**config.mk**
```make
export PLATFORM = sky130hd
export DESIGN_NAME = delimited_frame_receiver
export DESIGN_NICKNAME = d
export VERILOG_FILES = /design/src/rtl/core/dfr_pkg.sv /design/src/rtl/core/delimited_frame_receiver.sv /design/src/rtl/core/dfr_ram.sv
export SDC_FILE = /design/constraint.sdc
export NUM_CORES = 1
export LEC_CHECK = 0
export BUFFER_PORTS_ARGS = -buffer_cell sky130_fd_sc_hd__buf_2
export CORE_MARGIN = 3
export CORE_UTILIZATION = 45
export DETAILED_ROUTE_END_ITERATION = 7
export REMOVE_ABC_BUFFERS = 1
export SYNTH_ARGS = -nofsm -noshare
export SYNTH_HDL_FRONTEND = slang
export SYNTH_HIERARCHICAL = 1
export SYNTH_SLANG_ARGS = --single-unit
```
**constraint.sdc**
```tcl
create_clock -name clock -period 8.5 [get_ports clock]
set_clock_uncertainty 0.15 [all_clocks]
set_input_delay 0.425 -clock clock [delete_from_list [all_inputs] [get_ports clock]]
set_output_delay 0.425 -clock clock [all_outputs]
set_load 0.005 [all_outputs]
```
**src/rtl/core/dfr_pkg.sv**
```systemverilog
package dfr_pkg;

   localparam int BYTE_W = 8;
   localparam int POS_W  = 6;

   localparam logic [BYTE_W-1:0] HDR_A  = 8'h01;
   localparam logic [BYTE_W-1:0] HDR_B  = 8'h23;
   localparam logic [BYTE_W-1:0] HDR_C  = 8'h45;
   localparam logic [BYTE_W-1:0] TAIL_A = 8'h67;
   localparam logic [BYTE_W-1:0] TAIL_B = 8'h89;
   localparam logic [BYTE_W-1:0] TAIL_C = 8'hAB;

   typedef enum logic [2:0] {
      PH_HDR0  = 3'd0,
      PH_HDR1  = 3'd1,
      PH_HDR2  = 3'd2,
      PH_HDR3  = 3'd3,
      PH_DATA  = 3'd4,
      PH_TAIL1 = 3'd5,
      PH_TAIL2 = 3'd6
   } phase_type;

   typedef enum logic [1:0] {
      CTL_IDLE,
      CTL_DRAIN_RD,
      CTL_DRAIN_WAIT
   } ctl_type;

endpackage

```
**src/rtl/core/delimited_frame_receiver.sv**
```systemverilog
// Delimited frame receiver. Received bytes arrive one per req_ transfer; the
// block hunts for the header 01 01 23 45 (a 23 in the second position also
// counts and skips straight to waiting for 45), then stores every byte in an
// on-chip RAM of STORE_DEPTH entries until the tail 67 89 AB is seen. On the
// closing AB the payload without the tail goes out over rsp_, one byte per
// transfer, in order, with its position, the frame length and a last flag on
// the final byte; a frame with no payload gives a single result with zero
// payload, zero length and the last flag set. A frame whose fill count
// reaches STORE_DEPTH is dropped silently and the hunt restarts. While
// hunting or storing, req_ready is high every cycle. The drain after a
// closing byte holds req_ready low; each result takes a registered RAM read,
// then the load of the output register, and waits while the consumer stalls;
// the next byte is accepted as soon as the last result is in the output
// register, even while it still waits to be taken. The RAM needs no
// clearing: only entries written in the current frame are ever read.
module delimited_frame_receiver #(
   parameter int STORE_DEPTH = 45
) (
   input  logic       clock,
   input  logic       reset,
   input  logic       req_valid,
   output logic       req_ready,
   input  logic [7:0] req_rx_byte,
   output logic       rsp_valid,
   input  logic       rsp_ready,
   output logic [7:0] rsp_payload_byte,
   output logic [5:0] rsp_byte_position,
   output logic [5:0] rsp_frame_length,
   output logic       rsp_last_of_frame
);

   localparam int AW = $clog2(STORE_DEPTH);
   localparam int CW = $clog2(STORE_DEPTH + 1);
   localparam logic [CW-1:0] DEPTH_C = CW'(STORE_DEPTH);

   // Receive state.
   dfr_pkg::phase_type phase_ff, phase_in;
   logic [CW-1:0]      fill_ff, fill_in;

   // Drain control.
   dfr_pkg::ctl_type          ctl_ff, ctl_in;
   logic [dfr_pkg::POS_W-1:0] rd_cnt_ff, rd_cnt_in;
   logic [dfr_pkg::POS_W-1:0] len_ff, len_in;

   // Output register.
   logic                       rsp_valid_ff, rsp_valid_in;
   logic [dfr_pkg::BYTE_W-1:0] payload_ff, payload_in;
   logic [dfr_pkg::POS_W-1:0]  pos_ff, pos_in;
   logic [dfr_pkg::POS_W-1:0]  flen_ff, flen_in;
   logic                       last_ff, last_in;

   // RAM ports.
   logic                       wr_en, rd_en;
   logic [AW-1:0]              wr_addr, rd_addr;
   logic [dfr_pkg::BYTE_W-1:0] wr_data, rd_data;

   logic       store;
   logic       slot_free;
   logic       drain_last;
   logic [6:0] fill_wide;
   logic [6:0] len_wide;

   dfr_ram #(
      .WIDTH (dfr_pkg::BYTE_W),
      .DEPTH (STORE_DEPTH)
   ) u_store (
      .clock   (clock),
      .wr_en   (wr_en),
      .wr_addr (wr_addr),
      .wr_data (wr_data),
      .rd_en   (rd_en),
      .rd_addr (rd_addr),
      .rd_data (rd_data)
   );

   always_ff @(posedge clock) begin
      if (reset) begin
         phase_ff     <= dfr_pkg::PH_HDR0;
         fill_ff      <= '0;
         ctl_ff       <= dfr_pkg::CTL_IDLE;
         rd_cnt_ff    <= '0;
         len_ff       <= '0;
         rsp_valid_ff <= 1'b0;
      end else begin
         phase_ff     <= phase_in;
         fill_ff      <= fill_in;
         ctl_ff       <= ctl_in;
         rd_cnt_ff    <= rd_cnt_in;
         len_ff       <= len_in;
         rsp_valid_ff <= rsp_valid_in;
      end
   end

   always_ff @(posedge clock) begin
      payload_ff <= payload_in;
      pos_ff     <= pos_in;
      flen_ff    <= flen_in;
      last_ff    <= last_in;
   end

   always_comb begin
      phase_in     = phase_ff;
      fill_in      = fill_ff;
      ctl_in       = ctl_ff;
      rd_cnt_in    = rd_cnt_ff;
      len_in       = len_ff;
      payload_in   = payload_ff;
      pos_in       = pos_ff;
      flen_in      = flen_ff;
      last_in      = last_ff;
      wr_en        = 1'b0;
      wr_addr      = fill_ff[AW-1:0];
      wr_data      = req_rx_byte;
      rd_en        = 1'b0;
      rd_addr      = rd_cnt_ff[AW-1:0];
      store        = 1'b0;
      req_ready    = (ctl_ff == dfr_pkg::CTL_IDLE);
      slot_free    = !rsp_valid_ff || rsp_ready;
      drain_last   = (len_ff == '0) || ((rd_cnt_ff + 6'd1) == len_ff);
      fill_wide    = 7'(fill_ff);
      len_wide     = (fill_wide >= 7'd2) ? (fill_wide - 7'd2) : 7'd0;

      // Drop the output register once its result is taken.
      rsp_valid_in = rsp_valid_ff && !rsp_ready;

      case (ctl_ff)
         dfr_pkg::CTL_IDLE: begin
            if (req_valid) begin
               case (phase_ff)
                  dfr_pkg::PH_HDR0: begin
                     if (req_rx_byte == dfr_pkg::HDR_A) begin
                        phase_in = dfr_pkg::PH_HDR1;
                     end
                  end
                  dfr_pkg::PH_HDR1: begin
                     if (req_rx_byte == dfr_pkg::HDR_A) begin
                        phase_in = dfr_pkg::PH_HDR2;
                     end else if (req_rx_byte == dfr_pkg::HDR_B) begin
                        phase_in = dfr_pkg::PH_HDR3;
                     end else begin
                        phase_in = dfr_pkg::PH_HDR0;
                     end
                  end
                  dfr_pkg::PH_HDR2: begin
                     phase_in = (req_rx_byte == dfr_pkg::HDR_B) ? dfr_pkg::PH_HDR3
                                                                 : dfr_pkg::PH_HDR0;
                  end
                  dfr_pkg::PH_HDR3: begin
                     if (req_rx_byte == dfr_pkg::HDR_C) begin
                        phase_in = dfr_pkg::PH_DATA;
                        fill_in  = '0;
                     end else begin
                        phase_in = dfr_pkg::PH_HDR0;
                     end
                  end
                  dfr_pkg::PH_DATA: begin
                     store = 1'b1;
                     if (req_rx_byte == dfr_pkg::TAIL_A) begin
                        phase_in = dfr_pkg::PH_TAIL1;
                     end
                  end
                  dfr_pkg::PH_TAIL1: begin
                     store    = 1'b1;
                     phase_in = (req_rx_byte == dfr_pkg::TAIL_B) ? dfr_pkg::PH_TAIL2
                                                                 : dfr_pkg::PH_DATA;
                  end
                  dfr_pkg::PH_TAIL2: begin
                     if (req_rx_byte == dfr_pkg::TAIL_C) begin
                        // Frame closed: start the drain of the stored payload.
                        len_in    = len_wide[dfr_pkg::POS_W-1:0];
                        rd_cnt_in = '0;
                        ctl_in    = dfr_pkg::CTL_DRAIN_RD;
                        fill_in   = '0;
                        phase_in  = dfr_pkg::PH_HDR0;
                     end else begin
                        store    = 1'b1;
                        phase_in = dfr_pkg::PH_DATA;
                     end
                  end
                  default: begin
                     fill_in  = '0;
                     phase_in = dfr_pkg::PH_HDR0;
                  end
               endcase

               // Write the byte at the fill count, guarded against a full store.
               if (store && (fill_ff < DEPTH_C)) begin
                  wr_en   = 1'b1;
                  fill_in = fill_ff + CW'(1);
               end

               // Drop the frame once the store is full.
               if (fill_in == DEPTH_C) begin
                  phase_in = dfr_pkg::PH_HDR0;
                  fill_in  = '0;
               end
            end
         end
         dfr_pkg::CTL_DRAIN_RD: begin
            // Issue the read only when the output register is free at the next edge.
            if (slot_free) begin
               rd_en  = 1'b1;
               ctl_in = dfr_pkg::CTL_DRAIN_WAIT;
            end
         end
         dfr_pkg::CTL_DRAIN_WAIT: begin
            rsp_valid_in = 1'b1;
            payload_in   = (len_ff == '0) ? '0 : rd_data;
            pos_in       = rd_cnt_ff;
            flen_in      = len_ff;
            last_in      = drain_last;
            rd_cnt_in    = rd_cnt_ff + 6'd1;
            ctl_in       = drain_last ? dfr_pkg::CTL_IDLE : dfr_pkg::CTL_DRAIN_RD;
         end
         default: begin
            ctl_in = dfr_pkg::CTL_IDLE;
         end
      endcase
   end

   assign rsp_valid         = rsp_valid_ff;
   assign rsp_payload_byte  = payload_ff;
   assign rsp_byte_position = pos_ff;
   assign rsp_frame_length  = flen_ff;
   assign rsp_last_of_frame = last_ff;

endmodule

```
**src/rtl/core/dfr_ram.sv**
```systemverilog
module dfr_ram #(
   parameter int WIDTH = 8,
   parameter int DEPTH = 45
) (
   input  logic                     clock,
   input  logic                     wr_en,
   input  logic [$clog2(DEPTH)-1:0] wr_addr,
   input  logic [WIDTH-1:0]         wr_data,
   input  logic                     rd_en,
   input  logic [$clog2(DEPTH)-1:0] rd_addr,
   output logic [WIDTH-1:0]         rd_data
);

   logic [WIDTH-1:0] mem [DEPTH];
   logic [WIDTH-1:0] rd_data_ff;

   always_ff @(posedge clock) begin
      if (wr_en) begin
         mem[wr_addr] <= wr_data;
      end
      if (rd_en) begin
         rd_data_ff <= mem[rd_addr];
      end
   end

   assign rd_data = rd_data_ff;

endmodule

```
# After elaboration in Yosys (flattened, before gate mapping)
# Memory sizes are Yosys's and may differ from the RTL's. A register that Yosys moved wholly into a read port is not among the register bits.
# Index checks and enable logic that the tools add are counted.
[classes]
n_mux = 39
div = 0
bitwise = 0
order_cmp = 2
shifts = 0
addsub = 3
reduce_logical = 17
eq_ne = 22
mul = 0
[ops]
columns = ["operator", "count"]
rows = [
  ["2-to-1 mux 6 bit", 10],
  ["case mux 3 bit (7 select lines)", 1],
  ["case mux 6 bit (3 select lines)", 1],
  ["equality test 8 x 7 -> 1 bit, second input constant", 2],
  ["equality test 8 bit, second input constant", 2],
  ["AND reduction 4 bit", 4],
  ["2-to-1 mux 3 bit", 5],
  ["2-to-1 mux 2 bit", 7],
  ["adder 6 x 1 -> 6 bit, second input constant", 2],
  ["2-to-1 mux 1 bit", 12],
  ["case mux 6 bit (2 select lines)", 1],
  ["equality test 3 bit, second input constant", 3],
  ["equality test 8 x 1 -> 1 bit, second input constant", 1],
  ["equality test 8 x 6 -> 1 bit, second input constant", 1],
  ["equality test 3 x 2 -> 1 bit, second input constant", 2],
  ["equality test 6 bit", 1],
  ["equality test 6 bit, second input constant", 1],
  ["greater-or-equal comparator 6 x 2 -> 1 bit, second input constant", 1],
  ["zero test 6 bit", 1],
  ["less-than comparator 6 bit, second input constant", 1],
  ["!= test 3 bit, second input constant", 2],
  ["case mux 2 bit (3 select lines)", 1],
  ["subtractor 6 x 2 -> 6 bit, second input constant", 1],
  ["OR reduction 5 bit", 1],
  ["other kinds (14)", 19],
]
[word_totals]
output_inout_bits = 23
elab_cells = 94
romBits = 0
latch_bits = 0
register_bits = 45
mem_count = 1
input_bits = 12
mem_bits_rw = 360
[memory_table]
columns = ["memory", "words", "word_bits", "rd", "rd_ports_with_merged_regs", "wr", "line", "rtl"]
rows = [
  ["u_store.mem", 45, 8, 1, 1, 1, "dfr_ram.sv:14", "logic [WIDTH-1:0] mem [DEPTH];"],
]

# Longest topological paths before layout
[logic_depth]
ltp_word = 12
depth_mapped = 9
depth_no_buf = 9

# By module
# Netlist, hierarchy kept.
[by_module_without_submodules]
columns = ["mod", "area_per_inst_um2", "cells_each", "n_inst"]
rows = [
  ["dfr_ram", 14585.2, 756, 1],
  ["delimited_frame_receiver", 2272.2, 237, 1],
]

# Least setup slack after synthesis
# No wires, ideal clock.
[synth_path]
path_type = "reg-to-reg"
from = "register fill_ff[0]"
to = "memory u_store.mem[16][0], enable pin"
path_stages_with_launch = 9
required_ps = 7967
setup_time_ps = 383
path_slack_ps = 5261
period_less_slack_ps = 3239
arrival_ps = 2706
cell_sequence = "dfxtp_1 inv_1 ha_1 o2111a_1 nand2_1 nor2_1 nor2b_1 or3b_2 nor3_1"
[synth_between]
elab_chain_cells = 7
[synth_lines]
columns = ["element", "line", "rtl"]
rows = [
  ["start, declared", "delimited_frame_receiver.sv:38", "logic [CW-1:0] fill_ff, fill_in;"],
  ["start signal, assigned", "delimited_frame_receiver.sv:86", "fill_ff <= fill_in;"],
  ["less-than comparator 6 bit", "delimited_frame_receiver.sv:187", "if (store && (fill_ff < DEPTH_C)) begin"],
  ["logical AND 1 bit", "delimited_frame_receiver.sv:187", ""],
  ["2-to-1 mux 1 bit", "delimited_frame_receiver.sv:187", ""],
  ["2-to-1 mux 1 bit", "delimited_frame_receiver.sv:128", "if (req_valid) begin"],
  ["2-to-1 mux 1 bit", "delimited_frame_receiver.sv:126", "case (ctl_ff)"],
  ["named net wr_en", "delimited_frame_receiver.sv:53", "logic wr_en, rd_en;"],
  ["2-to-1 mux 1 bit", "dfr_ram.sv:18", "if (wr_en) begin"],
  ["2-to-1 mux 1 bit (implied by the code)", "dfr_ram.sv:19", "mem[wr_addr] <= wr_data;"],
  ["end, declared", "dfr_ram.sv:14", ""],
]
# The timed path passes the listed nets, and every way through them passes these cells.

# Worst setup path after layout
[layout_path]
from = "register fill_ff[1]"
to = "memory u_store.mem[16][4], enable pin"
# Same word-level chain as after synthesis.

==> flow_metrics.py <==
metrics = {
    "global_routing": {
        "grt_pass1_wl_mm": 54.92,
        "gr-usage-all-layers_pct": 18.49,
        "grt_antenna_before_repair": 0,
        "grt.overflow.total": 0,
        "grt_pass1_vias": 8705,
        "grt_max_degree": 113,
    },
    "clock_tree": {
        "ctsHtreeMaxLevel": 2,
        "cts_root_buf": "clkbuf_16",
        "hold_buffers": 0,
        "clk_latency_ps": 530,
        "clk_path_buf_depth": 3,
        "cts_tree": "built",
        "clock-sinks": 413,
        "clkSlewWorstSetupHoldPaths_ps": 60,
        "numCtsBuffers": 43,
        "cts_setup_buffers": 0,
        "cts-resized-gates": 0,
    },
    "route": {
        "drt-initial-drc-count": 653,
        "drt-met1-wl_mm": 16.74,
        "top_layer": "met4",
        "dr.pass1.iters": 5,
        "via_per_inst": 5.711,
        "post_drt_wl_per_cell_um": 23.71,
        "drt-total-wl_mm": 36.41,
        "wl_met3_mm": 1.612,
        "vias": 8772,
        "drc": 0,
        "wl_met2_mm": 17.55,
        "ant_nets": 0,
    },
    "place": {
        "port_buffers": 34,
        "gp_congestion": 0.8141,
        "placed_cells_incl_taps": 1458,
        "placement.cell_area_sq_um": 17420,
        "hpwl_mm": 22.02,
        "pre_cts_ws_ps": 4339,
    },
    "timing": {
        "fin_crit_ps": 3911,
        "relSlewSlack_pct": 18.54,
        "maxSlewViolCount": 0,
        "rsz0062_at_grt": "no",
        "hold_viol": 0,
        "finalSetupViolations": 0,
        "fmax_mhz": 255.7,
        "period_share_pct": 46.02,
        "worst_pin_slew_ps": 1213,
        "tns_ps": 0,
        "setup_slack_ps": 4589,
    },
    "floorplan": {
        "die-width_um": 199.6,
        "die_h_um": 199.6,
        "io_pins": 35,
        "initial_core_util_pct": 45.83,
        "rows": 70,
        "coreArea_sq_um": 36790,
        "die-area_sq_um": 39820,
    },
    "run": {
        "cap_violations": 0,
    },
    "synthesis": {
        "synth_warnings": 6,
        "ys_ff_latch": 413,
        "netlist_instances": 993,
        "yosys.area.top_type": "edfxtp_1",
        "netlist_area_sq_um": 16860,
        "yosysTopAreaCellShare_pct": 69.29,
        "yosysSeqAreaShare_pct": 72.14,
        "synth.distinct_cells": 56,
        "synth_ff_type": "edfxtp_1",
        "async_flop_share_pct": 0,
        "ys_top_cells_by_area": "edfxtp_1 (69%), mux2i_1 (7.6%), dfxtp_1 (2.9%)",
        "synth_edf_count": 389,
        "synth.avg_cell_area_sq_um": 16.98,
    },
    "cells_and_area": {
        "stdcell_count": 1536,
        "ff_latch_area_sq_um": 12170,
        "fillCellCount": 2993,
        "final_layout_size_suffix_gt1_share_pct": 15.00,
        "stdcell_area_sq_um": 18790,
        "syn_to_final_growth_pct": 11.46,
        "nNetsFinal": 1053,
        "multi_input_area_sq_um": 4339,
    },
    "status": {
        "status": "completed",
    },
    "critical_path": {
        "crit_start": "fill_ff[1]",
        "reg2reg_slack_ps": 4590,
        "worst_ep_arrival_time_ps": 3900,
        "cp-end-kind": "register",
        "crit_type": "reg2reg",
        "r2r_start": "fill_ff[1]",
        "timing.critical_path.fanout_max": 19,
        "cp.required_ps": 8490,
        "r2r_cells": 8,
        "critPathLaunchType": "register",
    },
    "power": {
        "max-vdd-ir-drop_v": 0.0001524,
        "power.density_nw_per_um2": 215.6,
        "leakagePower_nw": 5.727,
    },
    "min_path": {
        "min-delay-start": "rsp_ready",
        "whs_path_depth": 4,
        "hold_path_class": "in2reg",
    },
}
-- flip-flops by register name (all words and copies together), names as in the netlist --
signal             flops
fill_ff                6
u_store/mem          360
rsp_last_of_frame      1
len_ff                 6
rd_addr                6
rsp_frame_length       6
rsp_byte_position      6
rsp_valid              1
rsp_payload_byte       8
phase_ff               3
ctl_ff                 2
u_store/rd_data        8
-- placed cells by master (no fill, tap or decap), types with 7 or more instances in the layout --
cell type / synthesis / final
a21oi_1: 34 / 34
a221oi_1: 13 / 13
a22o_1: 16 / 16
a22oi_1: 37 / 37
and2_1: 12 / 11
buf_2: 4 / 34
buf_4: 7 / 16
clkbuf_1: 27 / 8
clkbuf_16: 0 / 45
clkinv_1: 0 / 8
clkinv_2: 0 / 9
dfxtp_1: 24 / 23
edfxtp_1: 389 / 389
mux2i_1: 128 / 128
mux4_1: 12 / 12
mux4_2: 20 / 20
nand2_1: 37 / 37
nand2b_1: 9 / 9
nand3_1: 15 / 15
nor2_1: 71 / 70
nor3_1: 12 / 12
o21ai_0: 7 / 7
o22ai_1: 9 / 9
o41ai_2: 9 / 9
xnor2_1: 8 / 8
xor2_1: 7 / 7
-- critical path, stage by stage, from the launching register on --
cell,delay (ps)
dfxtp_1,500
inv_1,220
ha_1,170
o2111a_1,210
nand2_1,80
nor2_1,450
nor2b_1,420
or3b_2,530
nor3_1,780
-- metal layers --
metal  global-route usage [%]  up-vias
li1                         -     4049
met1                    27.13     4477
met2                    29.71      207
met3                    2.799       39
met4                    3.929        0
met5                        0        -
-- final timing paths --
kind                        end
max          u_store/mem[16][4]
min                   rsp_valid
max reg2reg  u_store/mem[16][4]
min reg2reg           len_ff[1]
-- cell type report --
cell class | count | area share, %
antenna | 1 | 0.01332
clock buffer | 55 | 6.300
clock inverter | 22 | 0.9589
inverter | 6 | 0.1199
multi-input combinational | 520 | 23.09
sequential | 413 | 64.75
tap | 468 | 3.116
timing repair buffer | 51 | 1.651
-- cells in the mapped netlist (9+ instances only) --
master	n
a21oi_1	34
nand2_1	37
dfxtp_1	24
nand3_1	15
buf_6	13
a22o_1	16
mux4_1	12
nor2_1	71
mux2i_1	128
edfxtp_1	389
o41ai_2	9
nand2b_1	9
nor3_1	12
clkbuf_1	27
mux4_2	20
o22ai_1	9
a22oi_1	37
and2_1	12
a221oi_1	13
-- through the flow --
step	total power, W	util [%]	hold slack [ps]
2_1_floorplan	0.002267	-	310.6
3_3_place_gp	0.002304	47.36	355.3
6_report	0.004051	51.08	63.70
3_5_place_dp	0.002305	47.36	346.2
4_1_cts	0.004093	51.07	39.80
5_1_grt	0.004180	51.07	68.69
-- logic make-up (layout without fill, tap and decap cells) --
| family | after synthesis | count (layout) | share of synthesized area (%) |
|---|---|---|---|
| AOI/OAI and AO/OA | 145 | 145 | 6.687 |
| xor gates and xnor gates | 15 | 15 | 0.7794 |
| adders and majority gates | 6 | 6 | 0.4453 |
| buffers and inverters | 60 | 134 | 2.167 |
| DFF | 413 | 413 | 72.14 |
| muxes | 160 | 160 | 12.14 |
| other | 0 | 1 | 0 |
| and+or+nand+nor | 194 | 194 | 5.633 |
-- report_power, final --
group / switching [W] / internal, W / total, W
combinational: 0.0000342 / 0.00000590 / 0.0000401
sequential: 0.0000000218 / 0.00222 / 0.00222
clock: 0.000720 / 0.00107 / 0.00179
Note: power is estimated with default switching activity, not from simulation.
